==> src/design/sync_word_message_deframer_macros.svh <==
// Assertion helpers shared by the deframer modules.
// Each macro expects clk and arst_n in scope.
`ifndef SYNC_WORD_MESSAGE_DEFRAMER_MACROS_SVH
`define SYNC_WORD_MESSAGE_DEFRAMER_MACROS_SVH

// Condition must hold at every clock edge outside reset.
`define SWD_ASSERT_ALWAYS(label, cond, msg) \
	label: assert property (@(posedge clk) disable iff (!arst_n) (cond)) \
		else $error(msg);

// Consequent must hold in the cycle after the antecedent.
`define SWD_ASSERT_NEXT(label, ante, cons, msg) \
	label: assert property (@(posedge clk) disable iff (!arst_n) (ante) |=> (cons)) \
		else $error(msg);

`endif

==> src/design/swd_pkg.sv <==
// ----------------------------------------------------------------------------
// swd_pkg
// Shared types and constants of the sync word message deframer.
// ----------------------------------------------------------------------------
`default_nettype none

package swd_pkg;

	localparam int COUNT_WIDTH_DEF = 20;
	localparam int LEN_W           = 20;
	localparam int BYTE_W          = 8;
	localparam int KIND_W          = 2;
	localparam int PHASE_W         = 4;
	localparam int CFG_INDEX_W     = 2;
	localparam int CFG_DATA_W      = 20;

	// Configuration register indexes.
	localparam logic [CFG_INDEX_W-1:0] REG_PAYLOAD_LENGTH = 2'd0;
	localparam logic [CFG_INDEX_W-1:0] REG_VIDEO_TYPE     = 2'd1;

	localparam logic [LEN_W-1:0]  PAYLOAD_LENGTH_RST = 20'd928332;
	localparam logic [BYTE_W-1:0] VIDEO_TYPE_RST     = 8'h02;

	// Sync sequence bytes and the value sent with the final payload byte.
	localparam logic [BYTE_W-1:0] SYNC_A      = 8'hFF;
	localparam logic [BYTE_W-1:0] SYNC_B      = 8'hAA;
	localparam logic [BYTE_W-1:0] SYNC_C      = 8'h55;
	localparam logic [BYTE_W-1:0] FINAL_VALUE = 8'd6;

	// Record kinds.
	localparam logic [KIND_W-1:0] KIND_ALARM   = 2'd0;
	localparam logic [KIND_W-1:0] KIND_HEADER  = 2'd1;
	localparam logic [KIND_W-1:0] KIND_PAYLOAD = 2'd2;

	// Parser phase codes.
	localparam logic [PHASE_W-1:0] PH_SYNC1   = 4'd0;
	localparam logic [PHASE_W-1:0] PH_SYNC2   = 4'd1;
	localparam logic [PHASE_W-1:0] PH_SYNC3   = 4'd2;
	localparam logic [PHASE_W-1:0] PH_SYNC4   = 4'd3;
	localparam logic [PHASE_W-1:0] PH_TYPE    = 4'd4;
	localparam logic [PHASE_W-1:0] PH_VALUE   = 4'd5;
	localparam logic [PHASE_W-1:0] PH_COLS    = 4'd6;
	localparam logic [PHASE_W-1:0] PH_ROWS    = 4'd7;
	localparam logic [PHASE_W-1:0] PH_DEPTH   = 4'd8;
	localparam logic [PHASE_W-1:0] PH_INDEX   = 4'd9;
	localparam logic [PHASE_W-1:0] PH_TOTAL   = 4'd10;
	localparam logic [PHASE_W-1:0] PH_PAYLOAD = 4'd11;

	typedef struct packed {
		logic [LEN_W-1:0]  payload_length;
		logic [BYTE_W-1:0] video_type_code;
	} swd_cfg_t;

	typedef struct packed {
		logic [KIND_W-1:0] record_kind;
		logic [BYTE_W-1:0] type_byte;
		logic [BYTE_W-1:0] value_byte;
		logic [BYTE_W-1:0] image_cols;
		logic [BYTE_W-1:0] image_rows;
		logic [BYTE_W-1:0] image_depth;
		logic [BYTE_W-1:0] fragment_index;
		logic [BYTE_W-1:0] fragment_total;
		logic [BYTE_W-1:0] payload_byte;
		logic              last_byte;
	} swd_record_t;

endpackage

`default_nettype wire

==> src/design/swd_cfg_regs.sv <==
// ----------------------------------------------------------------------------
// swd_cfg_regs
// Configuration registers: payload length and video type code.
// ----------------------------------------------------------------------------
`default_nettype none

module swd_cfg_regs (
	input  wire logic                                clk,
	input  wire logic                                arst_n,
	input  wire logic                                cfg_valid,
	output logic                                     cfg_ready,
	input  wire logic [swd_pkg::CFG_INDEX_W-1:0]     cfg_index,
	input  wire logic [swd_pkg::CFG_DATA_W-1:0]      cfg_data,
	output swd_pkg::swd_cfg_t                        cfg
);

	logic [swd_pkg::LEN_W-1:0]  payload_length_q;
	logic [swd_pkg::BYTE_W-1:0] video_type_code_q;

	assign cfg_ready = 1'b1;

	always_ff @(posedge clk or negedge arst_n) begin
		if (!arst_n) begin
			payload_length_q  <= swd_pkg::PAYLOAD_LENGTH_RST;
			video_type_code_q <= swd_pkg::VIDEO_TYPE_RST;
		end else if (cfg_valid) begin
			unique case (cfg_index)
				swd_pkg::REG_PAYLOAD_LENGTH: begin
					payload_length_q <= cfg_data[swd_pkg::LEN_W-1:0];
				end
				swd_pkg::REG_VIDEO_TYPE: begin
					video_type_code_q <= cfg_data[swd_pkg::BYTE_W-1:0];
				end
				default: begin
				end
			endcase
		end
	end

	assign cfg.payload_length  = payload_length_q;
	assign cfg.video_type_code = video_type_code_q;

endmodule

`default_nettype wire

==> src/design/swd_parser.sv <==
// ----------------------------------------------------------------------------
// swd_parser
// Phase register, held header bytes and payload counter; forms one record.
// ----------------------------------------------------------------------------
`default_nettype none

`include "sync_word_message_deframer_macros.svh"

module swd_parser #(
	parameter int COUNT_WIDTH = swd_pkg::COUNT_WIDTH_DEF
) (
	input  wire logic                            clk,
	input  wire logic                            arst_n,
	input  wire logic                            beat,
	input  wire logic [swd_pkg::BYTE_W-1:0]      data_byte,
	input  wire swd_pkg::swd_cfg_t               cfg,
	output logic                                 rec_valid,
	output swd_pkg::swd_record_t                 rec
);

	logic [swd_pkg::PHASE_W-1:0] phase_q, phase_d;
	logic [COUNT_WIDTH-1:0]      count_q, count_d, count_inc, len_cmp;
	logic [swd_pkg::BYTE_W-1:0]  type_q, source_q, cols_q, rows_q, depth_q, index_q, total_q;
	logic                        is_last;

	// Lengths are compared modulo the counter width.
	assign len_cmp   = COUNT_WIDTH'(cfg.payload_length);
	assign count_inc = count_q + 1'b1;
	assign is_last   = (count_inc == len_cmp);

	always_comb begin
		phase_d   = phase_q;
		count_d   = count_q;
		rec_valid = 1'b0;
		rec       = '0;
		rec.type_byte = type_q;
		unique case (phase_q)
			swd_pkg::PH_SYNC1: begin
				if (data_byte == swd_pkg::SYNC_A) phase_d = swd_pkg::PH_SYNC2;
			end
			swd_pkg::PH_SYNC2: begin
				if (data_byte == swd_pkg::SYNC_A) phase_d = swd_pkg::PH_SYNC3;
			end
			swd_pkg::PH_SYNC3: begin
				if (data_byte == swd_pkg::SYNC_B) phase_d = swd_pkg::PH_SYNC4;
			end
			swd_pkg::PH_SYNC4: begin
				if (data_byte == swd_pkg::SYNC_C) phase_d = swd_pkg::PH_TYPE;
			end
			swd_pkg::PH_TYPE:  phase_d = swd_pkg::PH_VALUE;
			swd_pkg::PH_VALUE: begin
				if (type_q != cfg.video_type_code) begin
					phase_d         = swd_pkg::PH_SYNC1;
					rec_valid       = beat;
					rec.record_kind = swd_pkg::KIND_ALARM;
					rec.value_byte  = data_byte;
				end else begin
					phase_d = swd_pkg::PH_COLS;
				end
			end
			swd_pkg::PH_COLS:  phase_d = swd_pkg::PH_ROWS;
			swd_pkg::PH_ROWS:  phase_d = swd_pkg::PH_DEPTH;
			swd_pkg::PH_DEPTH: phase_d = swd_pkg::PH_INDEX;
			swd_pkg::PH_INDEX: phase_d = swd_pkg::PH_TOTAL;
			swd_pkg::PH_TOTAL: begin
				phase_d            = swd_pkg::PH_PAYLOAD;
				count_d            = '0;
				rec_valid          = beat;
				rec.record_kind    = swd_pkg::KIND_HEADER;
				rec.value_byte     = source_q;
				rec.image_cols     = cols_q;
				rec.image_rows     = rows_q;
				rec.image_depth    = depth_q;
				rec.fragment_index = index_q;
				rec.fragment_total = data_byte;
			end
			swd_pkg::PH_PAYLOAD: begin
				rec_valid          = beat;
				rec.record_kind    = swd_pkg::KIND_PAYLOAD;
				rec.image_cols     = cols_q;
				rec.image_rows     = rows_q;
				rec.image_depth    = depth_q;
				rec.fragment_index = index_q;
				rec.fragment_total = total_q;
				rec.payload_byte   = data_byte;
				rec.last_byte      = is_last;
				if (is_last) begin
					phase_d        = swd_pkg::PH_SYNC1;
					count_d        = '0;
					rec.value_byte = swd_pkg::FINAL_VALUE;
				end else begin
					count_d        = count_inc;
					rec.value_byte = source_q;
				end
			end
			default: phase_d = swd_pkg::PH_SYNC1;
		endcase
	end

	always_ff @(posedge clk or negedge arst_n) begin
		if (!arst_n) begin
			phase_q <= swd_pkg::PH_SYNC1;
			count_q <= '0;
		end else if (beat) begin
			phase_q <= phase_d;
			count_q <= count_d;
		end
	end

	// Held header bytes; each is written before any record reads it.
	always_ff @(posedge clk) begin
		if (beat) begin
			if (phase_q == swd_pkg::PH_TYPE)  type_q <= data_byte;
			if (phase_q == swd_pkg::PH_VALUE && type_q == cfg.video_type_code) begin
				source_q <= data_byte;
			end
			if (phase_q == swd_pkg::PH_COLS)  cols_q  <= data_byte;
			if (phase_q == swd_pkg::PH_ROWS)  rows_q  <= data_byte;
			if (phase_q == swd_pkg::PH_DEPTH) depth_q <= data_byte;
			if (phase_q == swd_pkg::PH_INDEX) index_q <= data_byte;
			if (phase_q == swd_pkg::PH_TOTAL) total_q <= data_byte;
		end
	end

	`SWD_ASSERT_ALWAYS(a_payload_emits, !(beat && phase_q == swd_pkg::PH_PAYLOAD) || rec_valid, "payload beat without a record")
	`SWD_ASSERT_ALWAYS(a_count_idle, phase_q == swd_pkg::PH_PAYLOAD || count_q == '0, "payload counter nonzero outside payload")
	`SWD_ASSERT_NEXT(a_last_rehunts, rec_valid && rec.last_byte, phase_q == swd_pkg::PH_SYNC1, "final payload byte did not restart the hunt")

endmodule

`default_nettype wire

==> src/design/swd_out_stage.sv <==
// ----------------------------------------------------------------------------
// swd_out_stage
// Result register with a skid entry so input acceptance survives one stall.
// ----------------------------------------------------------------------------
`default_nettype none

`include "sync_word_message_deframer_macros.svh"

module swd_out_stage (
	input  wire logic                 clk,
	input  wire logic                 arst_n,
	input  wire logic                 push,
	input  wire swd_pkg::swd_record_t rec,
	output logic                      accept_ok,
	output logic                      out_valid,
	input  wire logic                 out_ready,
	output swd_pkg::swd_record_t      out_rec
);

	logic                 main_valid_q, skid_valid_q;
	swd_pkg::swd_record_t main_q, skid_q;
	logic                 pop;

	assign pop       = main_valid_q && out_ready;
	assign accept_ok = !skid_valid_q;
	assign out_valid = main_valid_q;
	assign out_rec   = main_q;

	always_ff @(posedge clk or negedge arst_n) begin
		if (!arst_n) begin
			main_valid_q <= 1'b0;
			skid_valid_q <= 1'b0;
		end else if (!main_valid_q || pop) begin
			if (skid_valid_q) begin
				main_valid_q <= 1'b1;
				skid_valid_q <= 1'b0;
			end else begin
				main_valid_q <= push;
			end
		end else if (push) begin
			skid_valid_q <= 1'b1;
		end
	end

	always_ff @(posedge clk) begin
		if (!main_valid_q || pop) begin
			if (skid_valid_q) begin
				main_q <= skid_q;
			end else if (push) begin
				main_q <= rec;
			end
		end else if (push) begin
			skid_q <= rec;
		end
	end

	`SWD_ASSERT_ALWAYS(a_skid_behind_main, !skid_valid_q || main_valid_q, "skid entry valid while result register empty")
	`SWD_ASSERT_ALWAYS(a_no_push_when_full, !(push && skid_valid_q), "record pushed while skid entry full")
	`SWD_ASSERT_NEXT(a_stall_holds, main_valid_q && !out_ready, out_valid && main_q == $past(main_q), "stalled result changed")

endmodule

`default_nettype wire

==> src/design/sync_word_message_deframer.sv <==
// ----------------------------------------------------------------------------
// sync_word_message_deframer
// Byte-serial deframer for a sync-word framed alarm and video message stream.
// ----------------------------------------------------------------------------
// Use: bytes enter one per beat on the input channel (in_valid, in_ready,
// data_byte). The block hunts for FF FF AA 55, one byte at a time, skipping
// anything else at each stage. It then takes a type byte and a value byte.
// A type other than the video type code yields one alarm record; the video
// type reads five header bytes, yields a header record on the last of them,
// and then yields one payload record per byte, with last_byte set on the
// final one. Other bytes yield no record.
// The configuration channel (cfg_valid, cfg_ready, cfg_index, cfg_data)
// writes the payload length (index 0) and the video type code (index 1);
// cfg_ready is always high and other indexes are dropped.
// Output: a record is registered into the result register, or the skid entry
// if that stalls. Throughput: one input beat per cycle while in_ready is high,
// set by the single phase register and payload counter update in the parser.
// Stalls: a result register plus one skid entry hold records while out_ready
// is low; in_ready drops only once the skid entry is full.
// Reset: the hunt restarts at the first sync byte, both output entries are
// emptied, and the registers return to length 928332 and video type 2.
// ----------------------------------------------------------------------------
`default_nettype none

module sync_word_message_deframer #(
	parameter int COUNT_WIDTH = swd_pkg::COUNT_WIDTH_DEF
) (
	input  wire logic                                clk,
	input  wire logic                                arst_n,
	// Input byte channel.
	input  wire logic                                in_valid,
	output logic                                     in_ready,
	input  wire logic [swd_pkg::BYTE_W-1:0]          data_byte,
	// Configuration write channel.
	input  wire logic                                cfg_valid,
	output logic                                     cfg_ready,
	input  wire logic [swd_pkg::CFG_INDEX_W-1:0]     cfg_index,
	input  wire logic [swd_pkg::CFG_DATA_W-1:0]      cfg_data,
	// Record channel.
	output logic                                     out_valid,
	input  wire logic                                out_ready,
	output logic [swd_pkg::KIND_W-1:0]               record_kind,
	output logic [swd_pkg::BYTE_W-1:0]               type_byte,
	output logic [swd_pkg::BYTE_W-1:0]               value_byte,
	output logic [swd_pkg::BYTE_W-1:0]               image_cols,
	output logic [swd_pkg::BYTE_W-1:0]               image_rows,
	output logic [swd_pkg::BYTE_W-1:0]               image_depth,
	output logic [swd_pkg::BYTE_W-1:0]               fragment_index,
	output logic [swd_pkg::BYTE_W-1:0]               fragment_total,
	output logic [swd_pkg::BYTE_W-1:0]               payload_byte,
	output logic                                     last_byte
);

	swd_pkg::swd_cfg_t    cfg;
	swd_pkg::swd_record_t rec;
	swd_pkg::swd_record_t out_rec;
	logic                 beat;
	logic                 rec_valid;

	// A beat is taken whenever the skid entry is free, so the parser never
	// has to hold a byte back.
	assign beat = in_valid && in_ready;

	swd_cfg_regs u_cfg (
		.clk       (clk),
		.arst_n    (arst_n),
		.cfg_valid (cfg_valid),
		.cfg_ready (cfg_ready),
		.cfg_index (cfg_index),
		.cfg_data  (cfg_data),
		.cfg       (cfg)
	);

	swd_parser #(
		.COUNT_WIDTH (COUNT_WIDTH)
	) u_parser (
		.clk       (clk),
		.arst_n    (arst_n),
		.beat      (beat),
		.data_byte (data_byte),
		.cfg       (cfg),
		.rec_valid (rec_valid),
		.rec       (rec)
	);

	swd_out_stage u_out (
		.clk       (clk),
		.arst_n    (arst_n),
		.push      (rec_valid),
		.rec       (rec),
		.accept_ok (in_ready),
		.out_valid (out_valid),
		.out_ready (out_ready),
		.out_rec   (out_rec)
	);

	// Unpack the held record onto the individual field ports.
	assign record_kind    = out_rec.record_kind;
	assign type_byte      = out_rec.type_byte;
	assign value_byte     = out_rec.value_byte;
	assign image_cols     = out_rec.image_cols;
	assign image_rows     = out_rec.image_rows;
	assign image_depth    = out_rec.image_depth;
	assign fragment_index = out_rec.fragment_index;
	assign fragment_total = out_rec.fragment_total;
	assign payload_byte   = out_rec.payload_byte;
	assign last_byte      = out_rec.last_byte;

endmodule

`default_nettype wire

==> config.mk <==
export PLATFORM = sky130hd
export DESIGN_NAME = sync_word_message_deframer
export DESIGN_NICKNAME = d
export VERILOG_FILES = /design/src/design/swd_pkg.sv /design/src/design/swd_cfg_regs.sv /design/src/design/swd_parser.sv /design/src/design/swd_out_stage.sv /design/src/design/sync_word_message_deframer.sv
export VERILOG_INCLUDE_DIRS = /design/src /design/src/design
export SDC_FILE = /design/constraint.sdc
export NUM_CORES = 1
export LEC_CHECK = 0
export BUFFER_PORTS_ARGS = -buffer_cell sky130_fd_sc_hd__buf_4
export CAP_MARGIN = 30
export CORE_ASPECT_RATIO = 2
export CORE_MARGIN = 3
export CORE_UTILIZATION = 39
export CTS_BUF_LIST = sky130_fd_sc_hd__clkbuf_8
export CTS_CLUSTER_DIAMETER = 120
export DETAILED_ROUTE_END_ITERATION = 8
export PLACE_DENSITY = 0.65
export SYNTH_ARGS = -nofsm -noshare
export SYNTH_HDL_FRONTEND = slang
export SYNTH_SLANG_ARGS = --single-unit
==> constraint.sdc <==
create_clock -name clk -period 19.55 [get_ports clk]
set_input_delay 1.955 -clock clk [delete_from_list [all_inputs] [get_ports clk]]
set_output_delay 1.955 -clock clk [all_outputs]
set_load 0.005 [all_outputs]
## Word level (Yosys, flattened, before mapping)

Cells that the tools add are included.

- Output and inout bits: 70
- Register bits: 244
- Input port bits: 35
- Word-level logic and storage cells: 105

- Equality and inequality tests: 23
- Reduce and logical (&&, ||, !) cells: 25
- Mux-type cells: 22
- Add/subtract/negate cells: 1
- Bitwise logic cells: 1

Operators with widths:

| kind | count |
|---|---|
| 67-bit two-way mux | 2 |
| 40-bit one-hot mux with 2 select lines | 1 |
| 4-bit one-hot mux with 12 select lines | 1 |
| 20-bit one-hot mux with 2 select lines | 1 |
| 8-bit one-hot mux with 3 select lines | 1 |
| 2-bit AND reduction | 12 |
| 20-bit by 1-bit adder with 20-bit output (second input constant) | 1 |
| 20-bit == test | 1 |
| 20-bit two-way mux | 1 |
| 4-bit two-way mux | 5 |
| 4-bit by 3-bit == test with 1-bit output (second input constant) | 4 |
| 4-bit == test (second input constant) | 4 |
| 8-bit == test (second input constant) | 2 |
| 8-bit two-way mux | 2 |
| 2-bit by 1-bit != test with 1-bit output (second input constant) | 5 |
| 9-bit two-way mux | 1 |
| 4-bit by 2-bit == test with 1-bit output (second input constant) | 2 |
| 8-bit by 7-bit == test with 1-bit output (second input constant) | 1 |
| 8-bit == test | 1 |
| 8-bit != test | 1 |
| 6-bit AND reduction | 1 |
| 2-bit nonzero test | 3 |
| 4-bit by 1-bit == test with 1-bit output (second input constant) | 1 |
| 4-bit logical NOT | 1 |
| other kinds (11) | 17 |

## Longest topological paths before layout

- Word-level depth: 6
- Mapped depth: 10
- Depth with buffers taken out: 8

## Cells and area by module

Synthesis repeated with hierarchy kept, for this count alone.

- Cells, all modules: 698
- Area total of the unflattened synthesis: 10448.8 sq um

By module, submodules not included:

| module | cells an instance | times used | seq. area each (sq um) | area an instance (sq um) |
|---|---|---|---|---|
| swd_out_stage | 219 | 1 | 4073.9 | 4953.5 |
| swd_parser | 416 | 1 | 2282.2 | 4396.7 |
| swd_cfg_regs | 62 | 1 | 713.2 | 1092.3 |
| sync_word_message_deframer | 1 | 1 | 0.0 | 6.3 |

## Worst setup path before layout

No wires, ideal clock.

- Path type: input -> register
- Start point: in in_valid
- End point: reg u_out.skid_q[0] (netlist name) (enable)
- Stages on the path: 2
- Data required time: 18962 ps
- Library setup time: 588 ps
- Setup slack: 11933 ps
- Data arrival time: 7029 ps
- Buffers on the path: 0
- Cells stage by stage: nand2_1 nor3b_1

- Cells in the longest elaborated chain, start to end: 4

RTL lines:

| item | line | text |
|---|---|---|
| start, declared | sync_word_message_deframer.sv:31 | `input wire logic in_valid,` |
| 1-bit logical AND (*) | sync_word_message_deframer.sv:62 | `assign beat = in_valid && in_ready;` |
| 1-bit two-way mux | swd_parser.sv:52 | `if (type_q != cfg.video_type_code) begin` |
| 1-bit one-hot mux with 2 select lines (*) | swd_parser.sv:37 | `unique case (phase_q)` |
| 2-bit AND reduction (no source line) (*) | -- |  |
| end signal, assigned | swd_out_stage.sv:53 | `skid_q <= rec;` |
| end, declared | swd_out_stage.sv:21 | `swd_pkg::swd_record_t main_q, skid_q;` |

Every way passes the cells marked *; elsewhere a longest branch is shown, timed or not.
A chain may end at the register's enable or synchronous reset.

## Worst setup path after layout

- Start point: reg u_out.skid_valid_q
- End point: out in_ready

- Cells in the longest elaborated chain, start to end: 1

RTL lines:

| item | line | text |
|---|---|---|
| start, declared | swd_out_stage.sv:20 | `logic main_valid_q, skid_valid_q;` |
| start signal, assigned | swd_out_stage.sv:32 | `skid_valid_q <= 1'b0;` |
| start signal, assigned | swd_out_stage.sv:36 | `skid_valid_q <= 1'b0;` |
| start signal, assigned | swd_out_stage.sv:41 | `skid_valid_q <= 1'b1;` |
| 1-bit logical NOT | swd_out_stage.sv:25 | `assign accept_ok = !skid_valid_q;` |
| end, declared | sync_word_message_deframer.sv:32 | `output logic in_ready,` |

No other way between the ends.

==> impl_metrics.yaml <==
outcome:
  status: "finished clean"
power_and_ir_drop:
  power.density_nw_per_um2: 81.4
  power_uw: 996
  power.leakage_nw: 4.66
  peakVddDrop_mv: 0.0533
setup_path:
  max_stage_delay_ps: 710
  path_cells: "inv_2 -> buf_4 -> buf_4"
  start_kind: "register"
  crit_type: "reg2out"
  cp.required_ps: 17590
  cp-end-kind: "output pin"
  cp_max_fo: 63
  crit_top_cell: "buf_4"
  cp_slowest_cell: "dfrtp_1"
  cp_data_arrival_time_ps: 2330
sta:
  period_needed_ps: 4280
  fin_skew_ps: 20.4
  post-route-period-util: 0.219
  grt_setup_unrepaired: "no"
  fmax_mhz: 233
  setup_tns_ps: 0
  hold_violations: 0
  drv_slew: 0
  setup-violations-final: 0
  tightest_slew_ps: 965
  setup_ws_ps: 15270
  finalHoldWorstSlack_ps: 506
  slew_headroom: 0.355
global_routing:
  antenna_found_initial: 1
  grt_pass1_wl_mm: 35.9
  grt_max_degree: 68
  grt_usage: 0.158
  grt.overflow.total: 0
  first_global_vias: 6606
yosys:
  synth.mux.area_fraction: 0.0954
  synth_cell_types: 63
  synth-simple-area-share: 0.112
  synth_area_um2: 10500
  synth_top_flop_cell: "edfxtp_1"
  synth_fa_ha_area_frac: 0.00119
  synth_xor_area_frac: 0.0284
  yosysSeqAreaShare: 0.674
  synth_edf_count: 190
  synth.largest_area_cell: "edfxtp_1"
  syn_inst: 735
  ys_async_sr_fraction: 0.221
  synth_top_area_share: 0.544
  syn-num-nets: 771
  synth_area_leaders: "edfxtp_1 (54%), dfrtp_1 (11%), mux2_2 (9.3%)"
  ys_seq_elements: 244
  syn_area_per_cell_um2: 14.3
  yosysWarnings: 0
  synth-compound-area-share: 0.0635
  synth_top_family_by_area: "simple AND/OR/NAND/NOR gates"
min_path:
  holdCritPathClass: "reg2reg"
routing:
  dr.pass1.iters: 5
  drt-total-wl_mm: 22.7
  vias: 6439
  drc: 0
  vias_per_cell: 5.31
  routedWlPerCell_um: 18.7
  drt_iter0_markers: 420
  ant_nets: 0
clock_network:
  cts_tree: "built"
  clk_latency_ps: 540
  max-clock-path-buffers: 3
  numCtsBuffers: 35
  htreeDepth: 2
  clkTransAtPathRegs_ps: 70
  cts_setup_buffers: 0
  post_cts_resized: 0
  root_buffer: "clkbuf_8"
  holdBufCountCts: 0
  clock-sinks: 244
finish:
  fin_util: 0.463
  fin_nets: 878
  stdcell_area_um2: 12200
  mostFrequentLayoutCells: "edfxtp_1 (190), buf_4 (115), mux2_2 (87)"
  syn_to_final_growth_pct: 16.6
  drive_above_1_share: 0.315
  final_cells: 1212
  final_common_cell: "edfxtp_1"
flow_run:
  maxCapViolCount: 0
die:
  start_util: 0.397
  die-height_um: 238
  dieArea_um2: 29000
  rows: 84
  io_pins: 105
  coreArea_um2: 26400
  die_w_um: 122
placed_design:
  dpl_cell_area_um2: 11600
  numPortBuffers: 103
  place_ws_ps: 15440
  hpwl_mm: 15.4
  place.gp.congestion: 0.878
  placedCellCount: 1146
[Yosys cell counts (all sizes together) (8+ instances only)]
| cell type | number |
|---|---|
| xor2 | 9 |
| and2 | 12 |
| o211ai | 11 |
| nand2 | 51 |
| nand3 | 32 |
| a31oi | 12 |
| xnor2 | 25 |
| and3 | 36 |
| dfstp | 10 |
| buf | 12 |
| inv | 13 |
| dfrtp | 44 |
| nor2 | 13 |
| mux2 | 87 |
| nor3 | 12 |
| o21ai | 14 |
| clkbuf | 36 |
| edfxtp | 190 |
| o22ai | 9 |
| a22o | 8 |
| a21oi | 11 |
| nand4 | 14 |
[cell type report]
type / count / area, um2
Antenna cell: 1 / 2.50
Clock buffer: 36 / 495
Clock inverter: 26 / 123
Fill cell: 2355 / 14200
Inverter: 13 / 48.8
Multi-Input combinational cell: 430 / 3180
Sequential cell: 244 / 7070
Tap cell: 344 / 430
Timing Repair Buffer: 118 / 878
[final timing paths]
check / endpoint / slack [ps] / cells past startpoint / from
worst max-delay path: in_ready / 15270 / 3 / u_out.skid_valid_q$_DFFE_PN0P_
worst max register to register: u_out.skid_q[53]$_DFFE_PP_ / 15910 / 9 / u_parser.count_q[0]$_DFFE_PN0P_
worst min register to register: u_out.skid_q[61]$_DFFE_PP_ / 510 / 0 / u_parser.type_q[4]$_DFFE_PP_
min in group asynchronous: u_parser.count_q[4]$_DFFE_PN0P_ / 1460 / 1 / arst_n
max in group asynchronous: u_cfg.video_type_code_q[6]$_DFFE_PN0P_ / 17620 / 1 / arst_n
worst min-delay path: u_out.skid_q[61]$_DFFE_PP_ / 510 / 0 / u_parser.type_q[4]$_DFFE_PP_
[routing by layer]
| layer | vias to the layer above | share of wire | wire, um | track usage |
|---|---|---|---|---|
| met5 | - | 0 | 0 | 0 |
| met4 | 0 | 0.050 | 1130 | 0.0833 |
| met3 | 60 | 0.045 | 1020 | 0.0223 |
| met2 | 183 | 0.55 | 12400 | 0.291 |
| met1 | 3161 | 0.36 | 8120 | 0.174 |
| li1 | 3035 | - | - | - |
[critical path: cells and delay by family, from the launching register on]
family,cells,cell delay [ps]
DFF,1,710
buffers and inverters,3,1020
[flip-flops by register name (all words and copies together), names as in the netlist, 4 cells and up]
| signal | cells |
|---|---|
| u_parser.type_q | 8 |
| u_parser.rows_q | 8 |
| u_parser.count_q | 20 |
| u_parser.total_q | 8 |
| u_parser.index_q | 8 |
| u_parser.depth_q | 8 |
| u_out.out_rec | 67 |
| u_cfg.video_type_code_q | 8 |
| u_cfg.payload_length_q | 20 |
| u_parser.phase_q | 4 |
| u_parser.source_q | 8 |
| u_parser.cols_q | 8 |
| u_out.skid_q | 67 |
[cell families after synthesis]
group	Yosys count
AOI/OAI and AO/OA	95
and+or+nand+nor	210
adders and majority gates	1
other	1
buffers and inverters	61
xor gates and xnor gates	34
muxes	89
DFF	244
[power by group]
group          leakage (nW)  internal (mW)  switching, mW  total (mW)
Combinational          1.89         0.0258         0.0238      0.0496
Sequential             2.40          0.569         0.0111       0.580
Clock                 0.362          0.174          0.192       0.366
Total                  4.66          0.769          0.226       0.996
(Power assumes the default switching activity.)
